===== config.mk =====
export PLATFORM = sky130hd
export DESIGN_NAME = round_robin_task_scheduler
export DESIGN_NICKNAME = d
export VERILOG_FILES = /design/src/hw/rtl/rrts_pkg.sv /design/src/hw/rtl/rrts_div.sv /design/src/hw/rtl/rrts_dp.sv /design/src/hw/rtl/rrts_ctrl.sv /design/src/hw/rtl/round_robin_task_scheduler.sv
export SDC_FILE = /design/constraint.sdc
export NUM_CORES = 2
export LEC_CHECK = 0
export ABC_AREA = 1
export BUFFER_PORTS_ARGS = -buffer_cell sky130_fd_sc_hd__buf_2
export CORE_ASPECT_RATIO = 1.5
export CORE_UTILIZATION = 51
export DETAILED_ROUTE_END_ITERATION = 16
export PLACE_DENSITY = 0.67
export SLEW_MARGIN = 10
export SYNTH_ARGS = -nofsm -noshare
export SYNTH_HDL_FRONTEND = slang
export SYNTH_SLANG_ARGS = --single-unit

===== constraint.sdc =====
create_clock -name clk -period 6.1 [get_ports clk]
set_input_delay 0.915 -clock clk [delete_from_list [all_inputs] [get_ports clk]]
set_output_delay 0.915 -clock clk [all_outputs]
set_load 0.1 [all_outputs]

===== src/hw/rtl/rrts_pkg.sv =====
package rrts_pkg;

  localparam int MaxTasks = 16;
  localparam int TaskW    = 4;
  localparam int CountW   = 5;
  localparam int SliceW   = 16;
  localparam int PeriodW  = 10;
  localparam int MsW      = 32;

  localparam logic [SliceW-1:0]  SliceReset  = 16'd10;
  localparam logic [PeriodW-1:0] PeriodReset = 10'd10;

  localparam logic CFG_SLICE  = 1'b0;
  localparam logic CFG_PERIOD = 1'b1;

  typedef enum logic [1:0] {
    OP_CREATE = 2'd0,
    OP_TICK   = 2'd1,
    OP_YIELD  = 2'd2,
    OP_SLEEP  = 2'd3
  } op_t;

  typedef enum logic [1:0] {
    TS_FREE  = 2'd0,
    TS_READY = 2'd1,
    TS_SLEEP = 2'd2
  } tstat_t;

  typedef enum logic [3:0] {
    CMD_NONE   = 4'd0,
    CMD_LOAD   = 4'd1,
    CMD_CREATE = 4'd2,
    CMD_YIELD  = 4'd3,
    CMD_SLEEP  = 4'd4,
    CMD_SLICE  = 4'd5,
    CMD_DISP   = 4'd6,
    CMD_WALK   = 4'd7,
    CMD_OUT    = 4'd8
  } cmd_t;

  typedef struct packed {
    logic count_le1;
    logic sleep_ok;
    logic expired;
    logic walk_end;
    logic div_done;
  } stat_t;

endpackage


===== src/hw/rtl/rrts_div.sv =====
module rrts_div (
  input  logic                          clk,
  input  logic                          rst,
  input  logic                          start,
  input  logic [rrts_pkg::MsW-1:0]      dividend,
  input  logic [rrts_pkg::PeriodW-1:0]  divisor,
  output logic                          done,
  output logic [rrts_pkg::MsW-1:0]      quot,
  output logic                          rem_nz
);

  logic                         busy;
  logic [4:0]                   cnt;
  logic [rrts_pkg::MsW-1:0]     q;
  logic [rrts_pkg::PeriodW-1:0] r;
  logic [rrts_pkg::PeriodW:0]   shifted;
  logic [rrts_pkg::PeriodW:0]   diff;
  logic                         ge;

  always_comb begin
    shifted = {r, q[rrts_pkg::MsW-1]};
    ge      = shifted >= {1'b0, divisor};
    diff    = shifted - {1'b0, divisor};
  end

  always_ff @(posedge clk) begin
    if (rst) begin
      busy <= 1'b0;
      done <= 1'b0;
      cnt  <= '0;
    end else if (start) begin
      busy <= 1'b1;
      done <= 1'b0;
      cnt  <= '0;
      q    <= dividend;
      r    <= '0;
    end else if (busy) begin
      // one quotient bit per cycle, restoring
      r   <= ge ? diff[rrts_pkg::PeriodW-1:0] : shifted[rrts_pkg::PeriodW-1:0];
      q   <= {q[rrts_pkg::MsW-2:0], ge};
      cnt <= cnt + 5'd1;
      if (cnt == 5'd31) begin
        busy <= 1'b0;
        done <= 1'b1;
      end
    end
  end

  assign quot   = q;
  assign rem_nz = (r != '0);

endmodule


===== src/hw/rtl/rrts_dp.sv =====
module rrts_dp (
  input  logic                          clk,
  input  logic                          rst,
  input  rrts_pkg::cmd_t                cmd,
  output rrts_pkg::stat_t               stat,
  input  logic [rrts_pkg::TaskW-1:0]    task_id,
  input  logic [rrts_pkg::MsW-1:0]      sleep_ms,
  input  logic                          cfg_we,
  input  logic                          cfg_index,
  input  logic [rrts_pkg::SliceW-1:0]   cfg_data,
  output logic [rrts_pkg::TaskW-1:0]    running_task,
  output logic                          idle_running,
  output logic                          switched
);

  localparam int N = rrts_pkg::MaxTasks;

  logic [rrts_pkg::SliceW-1:0]  slice_length;
  logic [rrts_pkg::PeriodW-1:0] tick_period;

  logic [rrts_pkg::TaskW-1:0]   id_q;
  logic [rrts_pkg::TaskW-1:0]   rq [N];
  logic [rrts_pkg::TaskW-1:0]   head;
  logic [rrts_pkg::CountW-1:0]  count;
  logic [rrts_pkg::TaskW-1:0]   sorder [N];
  logic [rrts_pkg::CountW-1:0]  scount;
  logic [rrts_pkg::MsW-1:0]     srem [N];
  logic [rrts_pkg::SliceW-1:0]  slice_rem [N+1];
  logic [rrts_pkg::TaskW-1:0]   cur;
  logic                         idle;
  rrts_pkg::tstat_t             tstat [N];
  logic [rrts_pkg::CountW-1:0]  walk_i;
  logic [rrts_pkg::CountW-1:0]  kept;
  logic                         sw;

  logic [rrts_pkg::SliceW-1:0]  full_slice;
  logic [rrts_pkg::PeriodW-1:0] divisor;
  logic [rrts_pkg::TaskW-1:0]   tail;
  logic [rrts_pkg::TaskW-1:0]   head_task;
  logic [rrts_pkg::CountW-1:0]  slot;
  logic [rrts_pkg::TaskW-1:0]   walk_task;
  logic [rrts_pkg::MsW-1:0]     walk_rem;
  logic [rrts_pkg::MsW-1:0]     walk_rem_next;
  logic [rrts_pkg::MsW-1:0]     ticks;
  logic [rrts_pkg::MsW-1:0]     quot;
  logic                         rem_nz;
  logic                         div_done;

  rrts_div u_div (
    .clk      (clk),
    .rst      (rst),
    .start    (cmd == rrts_pkg::CMD_LOAD),
    .dividend (sleep_ms),
    .divisor  (divisor),
    .done     (div_done),
    .quot     (quot),
    .rem_nz   (rem_nz)
  );

  always_comb begin
    full_slice    = (slice_length == '0) ? 16'd1 : slice_length;
    divisor       = (tick_period == '0) ? 10'd1 : tick_period;
    tail          = head + count[rrts_pkg::TaskW-1:0];
    head_task     = rq[head];
    slot          = idle ? rrts_pkg::CountW'(N) : {1'b0, cur};
    walk_task     = sorder[walk_i[rrts_pkg::TaskW-1:0]];
    walk_rem      = srem[walk_task];
    walk_rem_next = (walk_rem == '0) ? '0 : walk_rem - 32'd1;
    ticks         = quot + {31'd0, rem_nz};

    stat.count_le1 = (count <= 5'd1);
    stat.sleep_ok  = !idle && (count != '0) && !scount[rrts_pkg::CountW-1];
    stat.expired   = (slice_rem[slot] <= 16'd1);
    stat.walk_end  = (walk_i == scount);
    stat.div_done  = div_done;
  end

  always_ff @(posedge clk) begin
    if (rst) begin
      slice_length <= rrts_pkg::SliceReset;
      tick_period  <= rrts_pkg::PeriodReset;
    end else if (cfg_we) begin
      if (cfg_index == rrts_pkg::CFG_SLICE) begin
        slice_length <= cfg_data;
      end else begin
        tick_period <= cfg_data[rrts_pkg::PeriodW-1:0];
      end
    end
  end

  always_ff @(posedge clk) begin
    if (rst) begin
      head   <= '0;
      count  <= 5'd1;
      scount <= '0;
      cur    <= '0;
      idle   <= 1'b0;
      sw     <= 1'b0;
      walk_i <= '0;
      kept   <= '0;
      for (int i = 0; i < N; i++) begin
        rq[i]    <= '0;
        tstat[i] <= (i == 0) ? rrts_pkg::TS_READY : rrts_pkg::TS_FREE;
      end
      for (int i = 0; i <= N; i++) begin
        slice_rem[i] <= rrts_pkg::SliceReset;
      end
    end else begin
      unique case (cmd)
        rrts_pkg::CMD_LOAD: begin
          id_q <= task_id;
          sw   <= 1'b0;
        end
        rrts_pkg::CMD_CREATE: begin
          if (tstat[id_q] == rrts_pkg::TS_FREE) begin
            slice_rem[id_q] <= full_slice;
            srem[id_q]      <= '0;
            rq[tail]        <= id_q;
            count           <= count + 5'd1;
            tstat[id_q]     <= rrts_pkg::TS_READY;
          end
        end
        rrts_pkg::CMD_YIELD: begin
          if (!stat.count_le1 && !idle) begin
            rq[tail] <= head_task;
            head     <= head + 4'd1;
          end
        end
        rrts_pkg::CMD_SLEEP: begin
          if (stat.sleep_ok) begin
            head                              <= head + 4'd1;
            count                             <= count - 5'd1;
            srem[head_task]                   <= ticks;
            sorder[scount[rrts_pkg::TaskW-1:0]] <= head_task;
            scount                            <= scount + 5'd1;
            tstat[head_task]                  <= rrts_pkg::TS_SLEEP;
          end
        end
        rrts_pkg::CMD_SLICE: begin
          walk_i <= '0;
          kept   <= '0;
          if (stat.expired) begin
            slice_rem[slot] <= full_slice;
            // rotate the running task to the tail
            if (!idle && count != '0) begin
              rq[tail] <= head_task;
              head     <= head + 4'd1;
            end
          end else begin
            slice_rem[slot] <= slice_rem[slot] - 16'd1;
          end
        end
        rrts_pkg::CMD_WALK: begin
          if (!stat.walk_end) begin
            srem[walk_task] <= walk_rem_next;
            if (walk_rem_next == '0) begin
              rq[tail]         <= walk_task;
              count            <= count + 5'd1;
              tstat[walk_task] <= rrts_pkg::TS_READY;
            end else begin
              sorder[kept[rrts_pkg::TaskW-1:0]] <= walk_task;
              kept                              <= kept + 5'd1;
            end
            walk_i <= walk_i + 5'd1;
          end else begin
            scount <= kept;
          end
        end
        rrts_pkg::CMD_DISP: begin
          if (count == '0) begin
            if (!idle) begin
              idle <= 1'b1;
              sw   <= 1'b1;
            end
          end else if (idle || cur != head_task) begin
            idle <= 1'b0;
            cur  <= head_task;
            sw   <= 1'b1;
          end
        end
        rrts_pkg::CMD_OUT: begin
          running_task <= idle ? '0 : cur;
          idle_running <= idle;
          switched     <= sw;
        end
        default: begin
        end
      endcase
    end
  end

endmodule


===== src/hw/rtl/rrts_ctrl.sv =====
module rrts_ctrl (
  input  logic             clk,
  input  logic             rst,
  input  logic             in_valid,
  output logic             in_ready,
  input  logic [1:0]       opcode,
  input  logic             ms_zero,
  output logic             out_valid,
  input  logic             out_ready,
  input  rrts_pkg::stat_t  stat,
  output rrts_pkg::cmd_t   cmd
);

  typedef enum logic [9:0] {
    S_IDLE   = 10'b0000000001,
    S_CREATE = 10'b0000000010,
    S_YIELD  = 10'b0000000100,
    S_DIV    = 10'b0000001000,
    S_SLEEP  = 10'b0000010000,
    S_SLICE  = 10'b0000100000,
    S_DISP1  = 10'b0001000000,
    S_WALK   = 10'b0010000000,
    S_DISP2  = 10'b0100000000,
    S_DONE   = 10'b1000000000
  } state_t;

  state_t state, state_next;
  logic   out_free;
  logic   out_valid_next;

  assign in_ready = (state == S_IDLE);
  assign out_free = !out_valid || out_ready;

  always_comb begin
    state_next = state;
    cmd        = rrts_pkg::CMD_NONE;
    unique case (state)
      S_IDLE: begin
        if (in_valid) begin
          cmd = rrts_pkg::CMD_LOAD;
          unique case (rrts_pkg::op_t'(opcode))
            rrts_pkg::OP_CREATE: state_next = S_CREATE;
            rrts_pkg::OP_TICK:   state_next = S_SLICE;
            rrts_pkg::OP_YIELD:  state_next = S_YIELD;
            rrts_pkg::OP_SLEEP:  state_next = ms_zero ? S_YIELD : S_DIV;
            default:             state_next = S_CREATE;
          endcase
        end
      end
      S_CREATE: begin
        cmd        = rrts_pkg::CMD_CREATE;
        state_next = S_DONE;
      end
      S_YIELD: begin
        cmd        = rrts_pkg::CMD_YIELD;
        state_next = stat.count_le1 ? S_DONE : S_DISP2;
      end
      S_DIV: begin
        if (stat.div_done) state_next = S_SLEEP;
      end
      S_SLEEP: begin
        cmd        = rrts_pkg::CMD_SLEEP;
        state_next = stat.sleep_ok ? S_DISP2 : S_DONE;
      end
      S_SLICE: begin
        cmd        = rrts_pkg::CMD_SLICE;
        state_next = stat.expired ? S_DISP1 : S_WALK;
      end
      S_DISP1: begin
        cmd        = rrts_pkg::CMD_DISP;
        state_next = S_WALK;
      end
      S_WALK: begin
        cmd = rrts_pkg::CMD_WALK;
        if (stat.walk_end) state_next = S_DISP2;
      end
      S_DISP2: begin
        cmd        = rrts_pkg::CMD_DISP;
        state_next = S_DONE;
      end
      S_DONE: begin
        // hold until the output register can take the beat
        if (out_free) begin
          cmd        = rrts_pkg::CMD_OUT;
          state_next = S_IDLE;
        end
      end
      default: state_next = S_IDLE;
    endcase
  end

  always_comb begin
    if (state == S_DONE && out_free) begin
      out_valid_next = 1'b1;
    end else if (out_ready) begin
      out_valid_next = 1'b0;
    end else begin
      out_valid_next = out_valid;
    end
  end

  always_ff @(posedge clk) begin
    if (rst) begin
      state     <= S_IDLE;
      out_valid <= 1'b0;
    end else begin
      state     <= state_next;
      out_valid <= out_valid_next;
    end
  end

  a_out_loads_valid: assert property (@(posedge clk) disable iff (rst)
    cmd == rrts_pkg::CMD_OUT |=> out_valid)
    else $error("result load did not raise out_valid");

  a_accept_leaves_idle: assert property (@(posedge clk) disable iff (rst)
    (state == S_IDLE && in_valid) |=> state != S_IDLE)
    else $error("accepted beat left controller idle");

  a_div_waits: assert property (@(posedge clk) disable iff (rst)
    (state == S_DIV && !stat.div_done) |=> state == S_DIV)
    else $error("left divide wait before quotient done");

endmodule


===== src/hw/rtl/round_robin_task_scheduler.sv =====
// Round-robin task scheduler with a sleep list.
// Input channel (in_valid/in_ready): one beat is one operation selected by
// opcode: create task_id, timer tick, yield, or sleep the running task for
// sleep_ms. Output channel (out_valid/out_ready): exactly one beat per
// operation with the running task, the idle flag and a switch flag.
// Configuration: cfg_we writes cfg_data to register cfg_index (0 slice
// length, 1 tick period in ms); write only while no operation is in flight.
// A nonzero sleep turns sleep_ms into ticks in the ms-to-tick divider (one
// quotient bit per cycle); a tick walks the sleep list one entry a cycle.
// One operation is in flight at a time; the next beat can be taken in the
// cycle after the result is loaded.
// Reset: task 0 runs, it alone is ready, nobody sleeps, all slices are 10
// and both registers return to 10.
// A stalled receiver holds the result in the output register; the block
// then finishes the next operation and waits until that beat drains.
module round_robin_task_scheduler (
  input  logic                          clk,
  input  logic                          rst,
  input  logic                          in_valid,
  output logic                          in_ready,
  input  logic [1:0]                    opcode,
  input  logic [rrts_pkg::TaskW-1:0]    task_id,
  input  logic [rrts_pkg::MsW-1:0]      sleep_ms,
  output logic                          out_valid,
  input  logic                          out_ready,
  output logic [rrts_pkg::TaskW-1:0]    running_task,
  output logic                          idle_running,
  output logic                          switched,
  input  logic                          cfg_we,
  input  logic                          cfg_index,
  input  logic [rrts_pkg::SliceW-1:0]   cfg_data
);

  rrts_pkg::cmd_t  cmd;
  rrts_pkg::stat_t stat;

  rrts_ctrl u_ctrl (
    .clk       (clk),
    .rst       (rst),
    .in_valid  (in_valid),
    .in_ready  (in_ready),
    .opcode    (opcode),
    .ms_zero   (sleep_ms == '0),
    .out_valid (out_valid),
    .out_ready (out_ready),
    .stat      (stat),
    .cmd       (cmd)
  );

  rrts_dp u_dp (
    .clk          (clk),
    .rst          (rst),
    .cmd          (cmd),
    .stat         (stat),
    .task_id      (task_id),
    .sleep_ms     (sleep_ms),
    .cfg_we       (cfg_we),
    .cfg_index    (cfg_index),
    .cfg_data     (cfg_data),
    .running_task (running_task),
    .idle_running (idle_running),
    .switched     (switched)
  );

endmodule

# [Word level (Yosys, flattened, before mapping)]
# Memory sizes are Yosys's and may differ from the RTL's. A register that Yosys moved wholly into a read port is not among the register bits.
# Cells that the tools add are included.
[word_totals] regBits=126 ram_bits=944 out_inout_bits=8 wordCells=269 memories=5
[mem_list] memory="u_dp.srem" depth=16 width=32 rd=1 rd_clocked_by_memory_dff=0 wr=1 line="rrts_dp.sv:27" text="logic [rrts_pkg::MsW-1:0] srem [N];"
[mem_list] memory="u_dp.slice_rem" depth=17 width=16 rd=1 rd_clocked_by_memory_dff=0 wr=17 line="rrts_dp.sv:28" text="logic [rrts_pkg::SliceW-1:0] slice_rem [N+1];"
[mem_list] memory="u_dp.rq" depth=16 width=4 rd=1 rd_clocked_by_memory_dff=1 wr=16 line="rrts_dp.sv:22" text="logic [rrts_pkg::TaskW-1:0] rq [N];"
[mem_list] memory="u_dp.sorder" depth=16 width=4 rd=1 rd_clocked_by_memory_dff=1 wr=1 line="rrts_dp.sv:25" text="logic [rrts_pkg::TaskW-1:0] sorder [N];"
[mem_list] memory="u_dp.tstat" depth=16 width=2 rd=1 rd_clocked_by_memory_dff=1 wr=16 line="rrts_dp.sv:31" text="rrts_pkg::tstat_t tstat [N];"
[classes] addsub=12 order_cmp=3 n_eq_ne=39 muxes=127 bitwise_logic=7 reduce_logical=55
[ops] operator="$mux 32" count=5
[ops] operator="$logic_not 32->1" count=3
[ops] operator="$mux 4" count=23
[ops] operator="$mux 10" count=9
[ops] operator="$pmux 10 s9" count=1
[ops] operator="$mux 16" count=4
[ops] operator="$reduce_or 32->1" count=2
[ops] operator="$mux 1" count=61
[ops] operator="$mux 5" count=12
[ops] operator="$pmux 10 s4" count=1
[ops] operator="$add 32x1->32" count=1
[ops] operator="$pmux 4 s8" count=1
[ops] operator="$reduce_or 16->1" count=2
[ops] operator="$sub 32x1->32 const B" count=1
[ops] operator="$pmux 5 s2" count=3
[ops] operator="$add 5x1->5 const B" count=5
[ops] operator="$eq 4x3->1 const B" count=4
[ops] operator="$le 16x1->1 const B" count=1
[ops] operator="$logic_not 16->1" count=1
[ops] operator="$reduce_and 2->1" count=8
[ops] operator="$sub 16x1->16 const B" count=1
[ops] operator="$pmux 5 s3" count=1
[ops] operator="$ne 2x2->1 const B" count=7
[ops] operator="$ne 2x1->1 const B" count=6
[ops] operator="other kinds (47)" count=80

# [Longest topological paths before layout]
[logic_depth] depth_word=13 depth_mapped=39 ltp_nobuf=36

# [By module]
# A second synthesis with hierarchy kept.
[hier_totals] cells_unflattened=5360 area_unflattened_um2=51662.0
[modules_own_cells] mod="rrts_dp" n_inst=1 cells_per_inst=4873 area_per_inst_um2=47994.8
[modules_own_cells] mod="rrts_div" n_inst=1 cells_per_inst=331 area_per_inst_um2=2765.2
[modules_own_cells] mod="rrts_ctrl" n_inst=1 cells_per_inst=125 area_per_inst_um2=785.8
[modules_own_cells] mod="round_robin_task_scheduler" n_inst=1 cells_per_inst=31 area_per_inst_um2=116.4

# [Worst setup path after synthesis]
# Ideal clock, no wire load.
[synth_timing] kind="reg2reg" startpoint="register u_ctrl.state[6]" endpoint="register u_dp.u_div.q, in the netlist u_dp.u_div.quot[0], enable pin" setup_time_ps=400 arrival_time_ps=6189 required_ps=5700 setup_slack_ps=-489 path_stages_with_launch=12 n_path_buf=0 synth_period_minus_slack_ps=6589 path_cell_list="dfxtp_1 -> nor2_1 -> inv_1 -> nor2_1 -> inv_1 -> nor4_1 -> inv_1 -> nor2_1 -> inv_1 -> nor2_1 -> inv_1 -> nand2_1"
[synth_between] word_cells_on_any_way=14 cone_classes="eq/ne (10); mux (1); reduce/logical (3)"
[synth_lines] item="start: declaration" line="rrts_ctrl.sv:27" text="state_t state, state_next;"
[synth_lines] item="start signal: assignment" line="rrts_ctrl.sv:107" text="state <= state_next;"
[synth_lines] item="$eq 10x1->1"
[synth_lines] item="via in_ready" line="round_robin_task_scheduler.sv:20" text="output logic in_ready,"
[synth_lines] item="$pmux 4 s8" line="rrts_ctrl.sv:37" text="unique case (state)"
[synth_lines] item="$eq 4x1->1" line="rrts_dp.sv:52" text=".start (cmd == rrts_pkg::CMD_LOAD),"
[synth_lines] item="$reduce_bool 2->1 (no line)"
[synth_lines] item="$reduce_and 2->1 (no line)"
[synth_lines] item="end signal: assignment" line="rrts_div.sv:35" text="q <= dividend;"
[synth_lines] item="end signal: assignment" line="rrts_div.sv:40" text="q <= {q[rrts_pkg::MsW-2:0], ge};"
[synth_lines] item="end: declaration" line="rrts_div.sv:14" text="logic [rrts_pkg::MsW-1:0] q;"
# The timed path passes the listed nets, and every way through them passes these cells.
# A chain may end at the register's enable or synchronous reset.

==> metrics.txt <==
xor-xnor portion of the synthesized cell area=0.00860; clk buf depth=3; Worst EP arrival=6.16 ns; dpl ws=0.179 ns; Setup WS post-layout=0.347 ns; placed cells=6402; clock sink total=1082; post-synthesis mux area share=0.00393; Tot GR Track Use=0.289; asr flop ratio synth=0; chip height=389 um; Pre-antenna DRT Iters=6; post-synthesis adder-cell area fraction=0.00767; share of cells above drive strength 1=0.0922; cell at the slowest stage of the critical path=dfxtp_1; total grt overflow=0; Core Region=98600 um2; nature of the critical path endpoint=flop; Final Instance Area=57000 um2; worst reg2reg path endpoint=u_dp.sorder[0][1]; MaxCap Viol Count=0; hold_buf cts=0; P&R area growth vs syn=11.9%; Placement Cell Area=53200 um2; Fmax achieved=0.174 GHz; Power per Cell Area=287 nW/um2; endpoints failing hold=0; Max IR drop VDD=0.234 mV; Yosys cell types=58; row count=141; startpoint type of the worst setup path=flop; Num CTS Buffers=103; Synth Area per Inst=9.84 um2; Routed WL=147 mm; Post-DRT Antenna Nets=0; Min-Delay Endpoint=u_dp.slice_length[3]; RePlAce Congestion=0.974; Post-Synth Simple-Gate Area=0.224; Reg clk slew, reported paths=0.07 ns; I/O pin total=68; final setup fails=0; Critical Path Most Common Cell=nand2_1; post-synthesis compound-gate area fraction=0.0675; Hold WC Path Type=in -> reg; commonest register cell after synthesis=edfxtp_1; vias in the first global route=37800; Syn Std Cell Area=50900 um2; Nets=5316; crit-path max cell delay=0.33 ns; hold path depth=3; kind of critical path=reg -> reg; Worst Path Max Fanout=15; Seq cells post-synth=1082; Residual DRC=0; flop-to-flop setup slack=0.35 ns; die area=101000 um2; Antenna Cells=0; vias per cell=5.79; Clock Latency Late Sink=0.72 ns; non-filler cells in the finished layout=6601; Root Driver=clkbuf_16; first-pass GRT wire length=220 mm; largest net degree at the start of global routing=116; antenna violations before repair=0; Crit path required time=6.51 ns; minimum clock period=5.75 ns; Hold Startpoint=cfg_data[3]; CTS tree=yes; Synth Warn #=0; Reg2Reg Depth=31; main combinational cell family by area after synthesis=simple AND/OR/NAND/NOR gates; Lkg Pwr=21.6 nW; Post-synth EDFFs=996; syn nets=5263; drt initial violations=3773; Initial Util=0.516; port buffer count=67; Max-slew headroom=0.194; setup clock skew after layout=0.0242 ns; Mapped Cells=5173; vias=38200; post-detail-place hpwl=93.6 mm; Seq/Total Area, Yosys=0.621; Slew Viols, Final=0; Worst-Margin Slew=1.20 ns; # H-tree levels=3; DR WL/cell=22.3 um; final worst-path cycle share=0.943; status=completed; die width=260 um
==> state kept, by name (all words and copies together) (netlist names), 10 cells and up, named ones only <==
| register | count |
|---|---|
| u_dp.slice_length | 16 |
| u_dp.rq | 64 |
| u_dp.u_div.r | 10 |
| u_dp.srem | 512 |
| u_dp.sorder | 64 |
| u_dp.tstat | 32 |
| u_dp.tick_period | 10 |
| u_dp.slice_rem | 272 |
| u_dp.u_div.quot | 32 |
| u_ctrl.state | 10 |
==> cells in the mapped netlist, drive strengths merged, types with 4 or more instances <==
cell | count | area share
mux2i | 20 | 0.0039
nand4 | 35 | 0.0045
o41ai | 4 | 0.00069
or2 | 7 | 0.00086
o21ai | 298 | 0.029
nor2 | 748 | 0.056
or3 | 6 | 0.00074
buf | 119 | 0.013
nor4 | 21 | 0.0026
nand3b | 198 | 0.029
dfxtp | 86 | 0.034
nor3 | 33 | 0.0032
clkbuf | 157 | 0.012
o32ai | 6 | 0.0010
xor2 | 34 | 0.0059
nand2 | 896 | 0.066
nand3 | 595 | 0.059
ha | 28 | 0.0069
o22ai | 40 | 0.0049
a21oi | 105 | 0.010
edfxtp | 996 | 0.59
inv | 567 | 0.042
o221ai | 46 | 0.0079
o21bai | 8 | 0.0012
o31ai | 6 | 0.00088
xnor2 | 16 | 0.0028
clkinv | 16 | 0.0012
o211ai | 51 | 0.0075
==> layer usage <==
layer / track usage / vias to the layer above / routed length, um
met5: 0 / - / 0
met4: 0.144 / 0 / 7030
met3: 0.0345 / 394 / 9030
met2: 0.515 / 1512 / 76200
met1: 0.340 / 18500 / 55000
li1: - / 17800 / -
==> worst max-delay path by stage <==
stage | start | to | slack [ns] | cells after the start
2_1_floorplan | u_ctrl.state[6] | u_dp.u_div.quot[0] | 0.92 | 11
3_3_place_gp | flop | u_dp.sorder[5][1] | 0.33 | 28
3_5_place_dp | flop | u_dp.sorder[1][1] | 0.18 | 28
4_1_cts | flop | u_dp.sorder[1][0] | 0.15 | 28
5_1_grt | flop | u_dp.sorder[0][1] | -0.005 | 31
6_report | flop | u_dp.sorder[0][1] | 0.35 | 31
==> cell type report <==
class / instances / area (um2)
Multi-Input combinational cell: 3232 / 16300
Tap cell: 1287 / 1610
Inverter: 583 / 2190
Clock buffer: 122 / 2700
Sequential cell: 1082 / 31600
Timing Repair Buffer: 224 / 1880
Fill cell: 8341 / 41700
Clock inverter: 71 / 643
==> worst max-delay path, delay by kind of cell, from the launching register on <==
family                 cells  cell delay (ns)
DFF                        1             0.33
AOI/OAI and AO/OA          1             0.18
and+or+nand+nor           24             3.72
buffers and inverters      6             1.20
==> stage by stage <==
step / util / TNS, ns / hold slack [ns] / power (mW)
final: 0.577 / 0 / 0.428 / 16.3
after global routing: 0.577 / -0.0185 / 0.446 / 16.8
after CTS: 0.574 / 0 / 0.390 / 16.4
after detailed placement: 0.540 / 0 / 0.456 / 10.0
after global placement: 0.540 / 0 / 0.448 / 10.0
after floorplan: - / 0 / 0.406 / 9.56
==> where the power goes <==
| part | internal (mW) | switching (mW) | leakage [nW] |
|---|---|---|---|
| clock | 3.56 | 2.87 | 1.64 |
| combinational | 0.388 | 0.985 | 10.0 |
| sequential | 8.36 | 0.180 | 9.95 |
| total | 12.3 | 4.04 | 21.6 |
==> cell families after synthesis <==
group | count (synthesis)
simple gates | 2545
flops | 1082
buf+inv | 859
compound gates | 587
xor+xnor | 50
fa+ha+maj | 30
mux | 20
==> repair_timing <==
item                                    CTS  global route
endpoints found under the setup margin    0           160
gates resized for setup                   0            58
hold endpoints to repair                  0             0
setup buffers                             0             2
==> cell usage in the layout, fill, tap and decap left out, types with 9 or more instances in the layout <==
master     netlist  final
edfxtp_1       996    996
nand2_1        888    879
nor2_1         733    697
nand3_1        591    587
inv_1          552    549
o21ai_0        292    290
nand3b_1       198    198
buf_4            9    132
clkbuf_16        0    108
a21oi_1        105    105
dfxtp_1         86     85
buf_2          102     67
o211ai_1        51     51
o221ai_1        46     46
nor2_4           4     40
clkinv_1        16     39
o22ai_1         40     37
xor2_1          34     34
nand4_1         33     33
nor3_1          33     32
ha_1            28     28
clkinv_2         0     24
mux2i_1         20     20
nor4_1          21     19
xnor2_1         16     16
buf_12           0     16
inv_2           15     15
clkbuf_1       157     15
nand2_2          8     11
nor2_2          11     11
bufinv_16        0      9
Note: power is estimated with default switching activity, not from simulation.
